`config.mk`:
```
export PLATFORM = sky130hd
export DESIGN_NAME = kinematic_bicycle_step_top
export DESIGN_NICKNAME = d
export VERILOG_FILES = /design/src/hdl/kbs_pkg.sv /design/src/hdl/kinematic_bicycle_step_top.sv
export SDC_FILE = /design/constraint.sdc
export NUM_CORES = 2
export LEC_CHECK = 0
export ABC_CLOCK_PERIOD_IN_PS = 46900
export BUFFER_PORTS_ARGS = -buffer_cell sky130_fd_sc_hd__buf_4
export CORE_AREA = 4 4 446 625
export CTS_CLUSTER_SIZE = 30
export DETAILED_ROUTE_END_ITERATION = 16
export DIE_AREA = 0 0 450 629
export PLACE_DENSITY = 0.49
export SKIP_CTS_REPAIR_TIMING = 1
export SYNTH_ARGS = -nofsm -noshare
export SYNTH_HDL_FRONTEND = slang
export SYNTH_SLANG_ARGS = --single-unit
```
`constraint.sdc`:
```
create_clock -name clk -period 46.9 [get_ports clk]
set_input_delay 7.035 -clock clk [delete_from_list [all_inputs] [get_ports clk]]
set_output_delay 7.035 -clock clk [all_outputs]
set_load 0.005 [all_outputs]
```
`src/hdl/kbs_pkg.sv`:
```
// Package: constants, register indexes and CORDIC table for the bicycle step block
package kbs_pkg;

    localparam int FRAC_BITS = 16;
    localparam int CNT_W     = 5;

    localparam logic signed [33:0] PI_Q30      = 34'sd3373259426;
    localparam logic signed [33:0] HALF_PI_Q30 = 34'sd1686629713;
    localparam logic signed [33:0] GAIN_Q30    = 34'sd652032874;
    localparam logic signed [19:0] PI_F        = 20'sd205887;
    localparam logic signed [19:0] TWO_PI_F    = 20'sd411774;
    localparam logic [17:0]        PI_F_U      = 18'd205887;

    localparam logic [1:0] CFG_TIME_STEP = 2'd0;
    localparam logic [1:0] CFG_INV_WB    = 2'd1;
    localparam logic [1:0] CFG_SPEED_MIN = 2'd2;
    localparam logic [1:0] CFG_SPEED_MAX = 2'd3;

    localparam logic [15:0] TIME_STEP_RST = 16'd3277;
    localparam logic [21:0] INV_WB_RST    = 22'd436907;
    localparam logic [17:0] SPEED_MIN_RST = 18'd6554;
    localparam logic [17:0] SPEED_MAX_RST = 18'd98304;
    localparam logic [17:0] SPEED_RST     = 18'd32768;

    function automatic logic signed [33:0] atan_q30(input logic [CNT_W-1:0] i);
        logic signed [33:0] r;
        unique case (i)
            5'd0:    r = 34'sh03243F6A8;
            5'd1:    r = 34'sh01DAC6705;
            5'd2:    r = 34'sh00FADBAFC;
            5'd3:    r = 34'sh007F56EA6;
            5'd4:    r = 34'sh003FEAB76;
            5'd5:    r = 34'sh001FFD55B;
            5'd6:    r = 34'sh000FFFAAA;
            5'd7:    r = 34'sh0007FFF55;
            5'd8:    r = 34'sh0003FFFEA;
            5'd9:    r = 34'sh0001FFFFD;
            5'd10:   r = 34'sh0000FFFFF;
            5'd11:   r = 34'sh00007FFFF;
            5'd12:   r = 34'sh00003FFFF;
            5'd13:   r = 34'sh00001FFFF;
            5'd14:   r = 34'sh00000FFFF;
            5'd15:   r = 34'sh000007FFF;
            5'd16:   r = 34'sh000003FFF;
            5'd17:   r = 34'sh000001FFF;
            5'd18:   r = 34'sh000000FFF;
            5'd19:   r = 34'sh0000007FF;
            5'd20:   r = 34'sh0000003FF;
            5'd21:   r = 34'sh0000001FF;
            5'd22:   r = 34'sh0000000FF;
            5'd23:   r = 34'sh00000007F;
            default: r = 34'sd0;
        endcase
        return r;
    endfunction

endpackage

```
`src/hdl/kinematic_bicycle_step_top.sv`:
```
// Top level: kinematic bicycle step with a shared CORDIC / multiplier / divider sequencer
//
//  channel  | dir | payload
//  s_axis   | in  | throttle_accel, steer_angle
//  m_axis   | out | pos_x, pos_y, heading, speed
//  cfg      | in  | time_step, inverse_wheelbase, speed_min, speed_max
//
// Each step runs two CORDIC passes on the shared rotate unit, seven products on one 32x24
// multiplier, and 18 restoring divide steps when the quotient is not trivial.
// s_axis_tready is high only while idle. A result waits in the output
// register; the next step is accepted meanwhile and finishes once it is taken.
// rst_n clears state and restores register defaults.
module kinematic_bicycle_step_top #(
    parameter int CORDIC_ITERS = 16
) (
    input  logic         clk,
    input  logic         rst_n,
    input  logic         s_axis_tvalid,
    output logic         s_axis_tready,
    input  logic [39:0]  s_axis_tdata,   // throttle_accel[18:0], steer_angle[36:19]
    output logic         m_axis_tvalid,
    input  logic         m_axis_tready,
    output logic [103:0] m_axis_tdata,   // pos_x[31:0], pos_y[63:32], heading[82:64],
                                         // speed[100:83]
    input  logic         cfg_we,
    input  logic [1:0]   cfg_addr,
    input  logic [21:0]  cfg_data
);

    localparam int FB = kbs_pkg::FRAC_BITS;
    localparam int CW = kbs_pkg::CNT_W;

    localparam logic [3:0] ST_IDLE   = 4'd0;
    localparam logic [3:0] ST_VMUL   = 4'd1;
    localparam logic [3:0] ST_VCLAMP = 4'd2;
    localparam logic [3:0] ST_CORD   = 4'd3;
    localparam logic [3:0] ST_TRAVEL = 4'd4;
    localparam logic [3:0] ST_XMUL   = 4'd5;
    localparam logic [3:0] ST_XUPD   = 4'd6;
    localparam logic [3:0] ST_YUPD   = 4'd7;
    localparam logic [3:0] ST_TURN1  = 4'd8;
    localparam logic [3:0] ST_TURN2  = 4'd9;
    localparam logic [3:0] ST_DIVCHK = 4'd10;
    localparam logic [3:0] ST_DIV    = 4'd11;
    localparam logic [3:0] ST_DONE   = 4'd12;

    logic [3:0]  state_reg;
    logic [15:0] dt_reg;
    logic [21:0] iwb_reg;
    logic [17:0] vmin_reg, vmax_reg;
    logic [31:0] x_reg, y_reg;
    logic [18:0] heading_reg;
    logic [17:0] speed_reg;
    logic [18:0] thr_reg;
    logic [17:0] steer_reg;
    logic [17:0] v_reg;
    logic [55:0] prod_reg;
    logic signed [33:0] cx_reg, cy_reg, cz_reg;
    logic        neg_reg, pass_reg;
    logic [CW-1:0] cnt_reg;
    logic signed [33:0] hc_reg, hs_reg, sc_reg, ss_reg;
    logic [17:0] travel_reg;
    logic [55:0] rem_reg;
    logic [49:0] dsh_reg;
    logic [17:0] q_reg;
    logic        out_valid_reg;
    logic [103:0] out_data_reg;

    logic [31:0] mul_a;
    logic [23:0] mul_b;

    function automatic logic [31:0] mag32(input logic signed [33:0] v);
        logic signed [33:0] a;
        a = v[33] ? -v : v;
        return a[31:0];
    endfunction

    logic [18:0] thr_mag;
    logic [31:0] hc_mag, hs_mag, sc_mag, ss_mag;
    assign thr_mag = thr_reg[18] ? (~thr_reg + 19'd1) : thr_reg;
    assign hc_mag  = mag32(hc_reg);
    assign hs_mag  = mag32(hs_reg);
    assign sc_mag  = mag32(sc_reg);
    assign ss_mag  = mag32(ss_reg);

    always_comb
    begin
        mul_a = 32'd0;
        mul_b = 24'd0;
        unique case (state_reg)
            ST_VMUL:
            begin
                mul_a = {13'd0, thr_mag};
                mul_b = {8'd0, dt_reg};
            end
            ST_TRAVEL:
            begin
                mul_a = {14'd0, v_reg};
                mul_b = {8'd0, dt_reg};
            end
            ST_XMUL:
            begin
                mul_a = hc_mag;
                mul_b = {6'd0, prod_reg[FB+17:FB]};
            end
            ST_XUPD:
            begin
                mul_a = hs_mag;
                mul_b = {6'd0, travel_reg};
            end
            ST_YUPD:
            begin
                mul_a = {14'd0, v_reg};
                mul_b = {2'd0, iwb_reg};
            end
            ST_TURN1:
            begin
                mul_a = {8'd0, prod_reg[FB+23:FB]};
                mul_b = {8'd0, dt_reg};
            end
            ST_TURN2:
            begin
                mul_a = ss_mag;
                mul_b = prod_reg[FB+23:FB];
            end
            default:
            begin
                mul_a = 32'd0;
                mul_b = 24'd0;
            end
        endcase
    end

    // speed update and clamp
    logic signed [20:0] vsum, vlim;
    logic [17:0]        vclamp;
    always_comb
    begin
        if (thr_reg[18])
            vsum = $signed({3'd0, speed_reg}) - $signed({3'd0, prod_reg[FB+17:FB]});
        else
            vsum = $signed({3'd0, speed_reg}) + $signed({3'd0, prod_reg[FB+17:FB]});
        if (vsum > $signed({3'd0, vmax_reg}))
            vlim = $signed({3'd0, vmax_reg});
        else
            vlim = vsum;
        if (vlim < $signed({3'd0, vmin_reg}))
            vclamp = vmin_reg;
        else
            vclamp = vlim[17:0];
    end

    // CORDIC start: fold into [-pi/2, pi/2]
    logic [18:0]        cord_ang;
    logic signed [33:0] z0, z0_fold;
    logic               z0_neg;
    assign cord_ang = (state_reg == ST_VCLAMP) ? heading_reg : {steer_reg[17], steer_reg};
    always_comb
    begin
        z0 = $signed({cord_ang[18], cord_ang, 14'd0});
        z0_fold = z0;
        z0_neg = 1'b0;
        if (z0 > kbs_pkg::HALF_PI_Q30)
        begin
            z0_fold = z0 - kbs_pkg::PI_Q30;
            z0_neg = 1'b1;
        end
        else if (z0 < -kbs_pkg::HALF_PI_Q30)
        begin
            z0_fold = z0 + kbs_pkg::PI_Q30;
            z0_neg = 1'b1;
        end
    end

    // shared rotate unit
    logic signed [33:0] cx_n, cy_n, cz_n, atan_v;
    assign atan_v = kbs_pkg::atan_q30(cnt_reg);
    always_comb
    begin
        if (!cz_reg[33])
        begin
            cx_n = cx_reg - (cy_reg >>> cnt_reg);
            cy_n = cy_reg + (cx_reg >>> cnt_reg);
            cz_n = cz_reg - atan_v;
        end
        else
        begin
            cx_n = cx_reg + (cy_reg >>> cnt_reg);
            cy_n = cy_reg - (cx_reg >>> cnt_reg);
            cz_n = cz_reg + atan_v;
        end
    end

    // position update with saturation
    function automatic logic [31:0] pos_add(input logic [31:0] p, input logic neg,
                                            input logic [25:0] d);
        logic signed [33:0] s;
        if (neg)
            s = $signed({{2{p[31]}}, p}) - $signed({8'd0, d});
        else
            s = $signed({{2{p[31]}}, p}) + $signed({8'd0, d});
        if (s > 34'sd2147483647)
            s = 34'sd2147483647;
        else if (s < -34'sd2147483648)
            s = -34'sd2147483648;
        return s[31:0];
    endfunction

    // divide check and step
    logic [55:0] den_lim;
    logic        rem_ge;
    assign den_lim = {6'd0, sc_mag, 18'd0};
    assign rem_ge  = rem_reg >= {6'd0, dsh_reg};

    // heading finish
    logic [17:0]        q_sat;
    logic signed [19:0] h_sum, h_wrap;
    logic               inc_neg;
    assign q_sat   = (q_reg > kbs_pkg::PI_F_U) ? kbs_pkg::PI_F_U : q_reg;
    assign inc_neg = ss_reg[33] != sc_reg[33];
    always_comb
    begin
        if (inc_neg)
            h_sum = $signed({heading_reg[18], heading_reg}) - $signed({2'd0, q_sat});
        else
            h_sum = $signed({heading_reg[18], heading_reg}) + $signed({2'd0, q_sat});
        if (h_sum > kbs_pkg::PI_F)
            h_wrap = h_sum - kbs_pkg::TWO_PI_F;
        else if (h_sum < -kbs_pkg::PI_F)
            h_wrap = h_sum + kbs_pkg::TWO_PI_F;
        else
            h_wrap = h_sum;
    end

    logic out_free;
    logic out_load;
    assign out_free      = !out_valid_reg || m_axis_tready;
    assign out_load      = (state_reg == ST_DONE) && out_free;
    assign s_axis_tready = (state_reg == ST_IDLE);
    assign m_axis_tvalid = out_valid_reg;
    assign m_axis_tdata  = out_data_reg;

    always_ff @(posedge clk)
    begin
        prod_reg <= 56'(mul_a * mul_b);
    end

    always_ff @(posedge clk or negedge rst_n)
    begin
        if (!rst_n)
        begin
            state_reg     <= ST_IDLE;
            dt_reg        <= kbs_pkg::TIME_STEP_RST;
            iwb_reg       <= kbs_pkg::INV_WB_RST;
            vmin_reg      <= kbs_pkg::SPEED_MIN_RST;
            vmax_reg      <= kbs_pkg::SPEED_MAX_RST;
            x_reg         <= 32'd0;
            y_reg         <= 32'd0;
            heading_reg   <= 19'd0;
            speed_reg     <= kbs_pkg::SPEED_RST;
            out_valid_reg <= 1'b0;
            cnt_reg       <= '0;
            pass_reg      <= 1'b0;
        end
        else
        begin
            if (cfg_we)
            begin
                unique case (cfg_addr)
                    kbs_pkg::CFG_TIME_STEP: dt_reg   <= cfg_data[15:0];
                    kbs_pkg::CFG_INV_WB:    iwb_reg  <= cfg_data;
                    kbs_pkg::CFG_SPEED_MIN: vmin_reg <= cfg_data[17:0];
                    kbs_pkg::CFG_SPEED_MAX: vmax_reg <= cfg_data[17:0];
                    default:                dt_reg   <= dt_reg;
                endcase
            end
            if (out_load)
                out_valid_reg <= 1'b1;
            else if (m_axis_tready)
                out_valid_reg <= 1'b0;
            unique case (state_reg)
                ST_IDLE:
                begin
                    if (s_axis_tvalid)
                    begin
                        thr_reg   <= s_axis_tdata[18:0];
                        steer_reg <= s_axis_tdata[36:19];
                        state_reg <= ST_VMUL;
                    end
                end
                ST_VMUL:
                    state_reg <= ST_VCLAMP;
                ST_VCLAMP:
                begin
                    v_reg     <= vclamp;
                    cx_reg    <= kbs_pkg::GAIN_Q30;
                    cy_reg    <= 34'sd0;
                    cz_reg    <= z0_fold;
                    neg_reg   <= z0_neg;
                    cnt_reg   <= '0;
                    pass_reg  <= 1'b0;
                    state_reg <= ST_CORD;
                end
                ST_CORD:
                begin
                    if (cnt_reg == CW'(CORDIC_ITERS - 1))
                    begin
                        cnt_reg <= '0;
                        if (!pass_reg)
                        begin
                            hc_reg   <= neg_reg ? -cx_n : cx_n;
                            hs_reg   <= neg_reg ? -cy_n : cy_n;
                            cx_reg   <= kbs_pkg::GAIN_Q30;
                            cy_reg   <= 34'sd0;
                            cz_reg   <= z0_fold;
                            neg_reg  <= z0_neg;
                            pass_reg <= 1'b1;
                        end
                        else
                        begin
                            sc_reg    <= neg_reg ? -cx_n : cx_n;
                            ss_reg    <= neg_reg ? -cy_n : cy_n;
                            state_reg <= ST_TRAVEL;
                        end
                    end
                    else
                    begin
                        cx_reg  <= cx_n;
                        cy_reg  <= cy_n;
                        cz_reg  <= cz_n;
                        cnt_reg <= cnt_reg + CW'(1);
                    end
                end
                ST_TRAVEL:
                    state_reg <= ST_XMUL;
                ST_XMUL:
                begin
                    travel_reg <= prod_reg[FB+17:FB];
                    state_reg  <= ST_XUPD;
                end
                ST_XUPD:
                begin
                    x_reg     <= pos_add(x_reg, hc_reg[33], prod_reg[55:30]);
                    state_reg <= ST_YUPD;
                end
                ST_YUPD:
                begin
                    y_reg     <= pos_add(y_reg, hs_reg[33], prod_reg[55:30]);
                    state_reg <= ST_TURN1;
                end
                ST_TURN1:
                    state_reg <= ST_TURN2;
                ST_TURN2:
                    state_reg <= ST_DIVCHK;
                ST_DIVCHK:
                begin
                    priority if (prod_reg == 56'd0)
                    begin
                        q_reg     <= 18'd0;
                        state_reg <= ST_DONE;
                    end
                    else if (prod_reg >= den_lim)
                    begin
                        q_reg     <= kbs_pkg::PI_F_U;
                        state_reg <= ST_DONE;
                    end
                    else
                    begin
                        rem_reg   <= prod_reg;
                        dsh_reg   <= {1'b0, sc_mag, 17'd0};
                        q_reg     <= 18'd0;
                        cnt_reg   <= CW'(17);
                        state_reg <= ST_DIV;
                    end
                end
                ST_DIV:
                begin
                    if (rem_ge)
                        rem_reg <= rem_reg - {6'd0, dsh_reg};
                    q_reg   <= {q_reg[16:0], rem_ge};
                    dsh_reg <= dsh_reg >> 1;
                    if (cnt_reg == '0)
                        state_reg <= ST_DONE;
                    else
                        cnt_reg <= cnt_reg - CW'(1);
                end
                ST_DONE:
                begin
                    if (out_free)
                    begin
                        heading_reg   <= h_wrap[18:0];
                        speed_reg     <= v_reg;
                        out_data_reg  <= {3'd0, v_reg, h_wrap[18:0], y_reg, x_reg};
                        state_reg     <= ST_IDLE;
                    end
                end
                default:
                    state_reg <= ST_IDLE;
            endcase
        end
    end

endmodule

```
**Word-level counts from Yosys, hierarchy flattened**

Memory sizes are Yosys's and may differ from the RTL's.
Cells that the tools add are included.

- Flip-flop bits (word level): 779
- Bits in read-only memories: 960
- Input bits: 69
- Word-level logic and storage cells: 207
- Memories: 1

Memories:

| memory | depth | width | read ports | clocked after memory_dff | write ports | line | text |
|---|---|---|---|---|---|---|---|
| (no name shown) | 32 | 30 | 1 | 0 | 0 | kbs_pkg.sv:27 | `unique case (i)` |

- Add/sub/neg operators: 28
- Multiply operators: 1
- Magnitude comparators: 13
- Equality and inequality tests: 28
- Shift-type cells: 2
- Mux-type cells: 71
- Bitwise operators: 2
- Reductions and logical operators: 32

Operator list:

| kind | number |
|---|---|
| $mux 34 | 17 |
| $mux 32 | 8 |
| $pmux 34 s2 | 3 |
| $pmux 32 s6 | 1 |
| $mux 56 | 3 |
| $neg 32->32 | 4 |
| $pmux 24 s5 | 1 |
| $ge 56x50->1 | 2 |
| $pmux 56 s2 | 1 |
| $add 34x34->34 | 3 |
| $sub 34x34->34 | 3 |
| $mux 50 | 2 |
| $pmux 50 s2 | 1 |
| $mux 19 | 4 |
| $mux 18 | 4 |
| $gt 34x32->1 const B | 2 |
| $lt 34x32->1 const B | 2 |
| $neg 34->34 | 2 |
| $sshr 34x5->34 | 2 |
| $add 32x27->33 | 2 |
| $sub 32x27->33 | 2 |
| $logic_not 56->1 | 1 |
| $mul 32x24->56 | 1 |
| $sub 56x50->56 | 1 |
| 54 further kinds | 105 |

**Longest topological paths before layout**

- Word-level depth: 8
- Depth in mapped cells: 41
- Depth with buffers taken out: 40

**Least setup slack after synthesis**

OpenSTA, ideal clock, no wires.

- Path kind: input -> register
- From: input port rst_n
- To: register rem_reg[0], enable pin
- Library setup time: 0.555 ns
- Arrival time: 19.278 ns
- Required time: 46.345 ns
- Slack: 27.067 ns
- Cell stages on the path: 3
- Path buffers: 0
- Cell sequence: inv_1 a2111oi_0 a21boi_0

- Cells in the longest elaborated chain, start to end: 1

RTL lines:

| what | line | text |
|---|---|---|
| from (decl) | kinematic_bicycle_step_top.sv:17 | `input logic rst_n,` |
| $reduce_and 5->1 (no line) | - |  |
| to (signal assigned) | kinematic_bicycle_step_top.sv:369 | `rem_reg <= prod_reg;` |
| to (signal assigned) | kinematic_bicycle_step_top.sv:379 | `rem_reg <= rem_reg - {6'd0, dsh_reg};` |
| to (decl) | kinematic_bicycle_step_top.sv:63 | `logic [55:0] rem_reg;` |

Every way passes these cells.
A chain may end at the register's enable or synchronous reset.

**Final worst setup path**

- From: register state_reg[0]
- To: register prod_reg[52]

- Cells in the longest elaborated chain, start to end: 4
- Elaborated cells between the ends (all ways): 12
- Those cells by class: 1 x mul; 7 x eq/ne; 2 x mux; 2 x reduce/logical

RTL lines:

| what | line | text |
|---|---|---|
| from (decl) | kinematic_bicycle_step_top.sv:47 | `logic [3:0] state_reg;` |
| from (signal assigned) | kinematic_bicycle_step_top.sv:252 | `state_reg <= ST_IDLE;` |
| from (signal assigned) | kinematic_bicycle_step_top.sv:288 | `state_reg <= ST_VMUL;` |
| from (signal assigned) | kinematic_bicycle_step_top.sv:292 | `state_reg <= ST_VCLAMP;` |
| $eq 4x4->1, or another cell as far along | kinematic_bicycle_step_top.sv:90 | `unique case (state_reg)` |
| $reduce_or 3->1 (no line) or $reduce_or 2->1 (tied branches) | - |  |
| $pmux 24 s5 or $pmux 32 s6 (tied branches) | kinematic_bicycle_step_top.sv:90 |  |
| $mul 32x24->56 * | kinematic_bicycle_step_top.sv:245 | `prod_reg <= 56'(mul_a * mul_b);` |
| to (signal assigned) | kinematic_bicycle_step_top.sv:245 |  |
| to (decl) | kinematic_bicycle_step_top.sv:57 | `logic [55:0] prod_reg;` |

Every way passes the cells marked *; elsewhere a longest branch is shown, timed or not.

==> impl_metrics.json <==
{
  "status": "finished, final reports clean",
  "globalplace.congestion": 0.967,
  "max_stage_delay_ps": 820,
  "grt_max_degree": 126,
  "maxSlewViolCount": 0,
  "fin_tns_setup_ps": 0,
  "slowest_stage": "dfrtp_1",
  "rsz0062_at_grt": "false",
  "synth_top_family_by_area": "adder cells",
  "ant_nets": 0,
  "drt_iter0_drc": 4639,
  "postSynthCellCount": 8911,
  "largest_reg_flops": 101,
  "maxCapViolCount": 0,
  "syn_area_mm2": 0.0816,
  "wl_met2_mm": 155,
  "die_w_um": 450,
  "grt_remaining_overflow": 0,
  "start_util_pct": 29.9,
  "grt_pass1_wl_mm": 452,
  "drt-pass1-iter-count": 8,
  "htree_levels": 3,
  "crit_path_end_kind": "flop",
  "syn-mean-instance-area_um2": 9.16,
  "worstPathArrival_ps": 12670,
  "finalCriticalPeriod_ps": 12020,
  "synthXorXnorAreaFrac_pct": 6.87,
  "die-area_mm2": 0.283,
  "met1_length_mm": 114,
  "grt_pass1_vias": 68500,
  "ys_warn_count": 0,
  "cts.clk_slew.worst_paths_ps": 70,
  "numCtsBuffers": 91,
  "synth_seq_area_share_pct": 26.7,
  "root_buffer": "clkbuf_16",
  "muxShareOfSynthArea_pct": 5.28,
  "path_common_cell": "fa_1",
  "nNetsFinal": 10200,
  "critPathMaxFanout": 26,
  "io_pins": 175,
  "placeableCoreArea_mm2": 0.273,
  "wl_met3_mm": 15.9,
  "synth_cell_type_count": 120,
  "yosys.area_share.simple_pct": 15.1,
  "worstSetupPathType": "flop to flop",
  "antenna_found_initial": 20,
  "via_count": 67000,
  "synth_seq_cells": 774,
  "drive_gt1_share_pct": 9.93,
  "drc": 0,
  "start_kind": "flop",
  "synth_edf_count": 532,
  "die_h_um": 629,
  "cts.sinks": 774,
  "cp.required_ps": 47560,
  "hp-class": "flop to flop",
  "viasPerCell": 5.32,
  "hpwl_mm": 239,
  "routed_wl_mm": 308,
  "hold_path_depth": 0,
  "maxSlewHeadroom_pct": 5.55,
  "clock_latency_ps": 770,
  "syn_to_final_growth_pct": 10.7,
  "async_flop_share_pct": 24.0,
  "tightest_slew_ps": 1400,
  "max_freq_ghz": 0.0832,
  "cts_tree": "done",
  "clk_path_buf_depth": 3,
  "r2r_cells": 30,
  "grt_usage_pct": 21.2,
  "yosys.area_share.adder_pct": 25.0,
  "clock_skew_ps": 64.1,
  "routed.top_layer": "met5",
  "synthFlopType": "edfxtp_1",
  "fp-row-count": 227,
  "synth_compound_area_share_pct": 14.3,
  "port_buffers": 168,
  "hold_violations": 0,
  "setup_viol": 0,
  "wl_per_cell_um": 24.5,
  "post-route-period-util_pct": 25.6
}
layout make-up:
type	count	area (um2)
tap	3549	4440
inverter	1016	3810
multi-input combinational	6720	54500
fill	28300	182000
sequential	774	21800
timing repair buffer	339	2560
clock inverter	61	708
antenna	12	30.0
clock buffer	110	2460
cell usage after synthesis (all sizes together) (67+ instances only):
library cell / n / area share (%)
mux2: 183 / 2.5
edfxtp: 532 / 20
nand2: 1098 / 5.1
a21oi: 436 / 2.7
nor3: 127 / 0.79
nor2: 664 / 3.1
dfrtp: 158 / 4.8
clkbuf: 323 / 1.5
ha: 547 / 8.4
mux2i: 97 / 1.2
or3: 67 / 0.52
nor2b: 74 / 0.57
nand2b: 87 / 0.67
buf: 80 / 0.59
o21a: 68 / 0.63
o31ai: 80 / 0.74
inv: 1014 / 4.7
nand3: 118 / 0.72
xnor2: 368 / 4.0
fa: 667 / 16
xor2: 271 / 2.9
a21o: 150 / 1.4
and2: 165 / 1.3
a31oi: 87 / 0.67
o21ai: 495 / 3.0
layout by cell type, fill, tap and decap left out, drive strengths merged, types with 271 or more instances in the layout:
master,Yosys,final
edfxtp,532,532
nor2,664,664
a21oi,436,436
fa,667,667
nand2,1098,1098
xnor2,368,368
buf,80,339
inv,1014,1026
o21ai,495,495
xor2,271,271
ha,547,547
per-stage QoR:
stage / hold WS (ps) / std cells / instance area [um2] / util, % / worst slack (ps)
floorplan: 425 / 8913 / 81600 / - / 27070
global placement: 448 / 12400 / 87200 / 32.0 / 35090
detailed placement: 460 / 12400 / 87200 / 32.0 / 34960
CTS: 464 / 12600 / 90300 / 33.1 / 34900
global route: 477 / 12600 / 90400 / 33.1 / 34610
finish: 463 / 12600 / 90400 / 33.1 / 34880
final timing paths:
check,start,end,slack (ps)
worst max-delay path,state_reg[0],prod_reg[52],34880
worst min-delay path,x_reg[0],m_axis_tdata[0],460
worst max register to register,state_reg[0],prod_reg[52],34880
worst min register to register,x_reg[0],m_axis_tdata[0],460
max in group asynchronous,rst_n,vmin_reg[15],39440
min in group asynchronous,rst_n,heading_reg[16],6130
cell families (layout without fill, tap and decap cells):
group | count (synthesis) | in the layout
multiplexers | 336 | 336
adder cells (fa/ha/maj) | 1231 | 1231
other | 1 | 15
buffers and inverters | 1419 | 1526
AO/OA/AOI/OAI | 1822 | 1822
AND/OR/NAND/NOR | 2689 | 2689
flip-flops | 774 | 774
XOR/XNOR | 639 | 639
critical path, delay by kind of cell (launching register included):
family	cells	cell delay (ps)
and+or+nand+nor	6	2600
buffers and inverters	5	950
xor gates and xnor gates	1	180
adders and majority gates	8	3520
AOI/OAI and AO/OA	10	3740
DFF	1	820
metal layers:
| layer | global-route usage, % | vias up |
|---|---|---|
| met5 | 0 | - |
| met3 | 2.96 | 701 |
| li1 | - | 30600 |
| met1 | 23.7 | 33500 |
| met2 | 37.7 | 2145 |
| met4 | 13.4 | 8 |
Power is not shown: default switching activity piles up to over one toggle a cycle in this logic, so the estimate is an artifact.
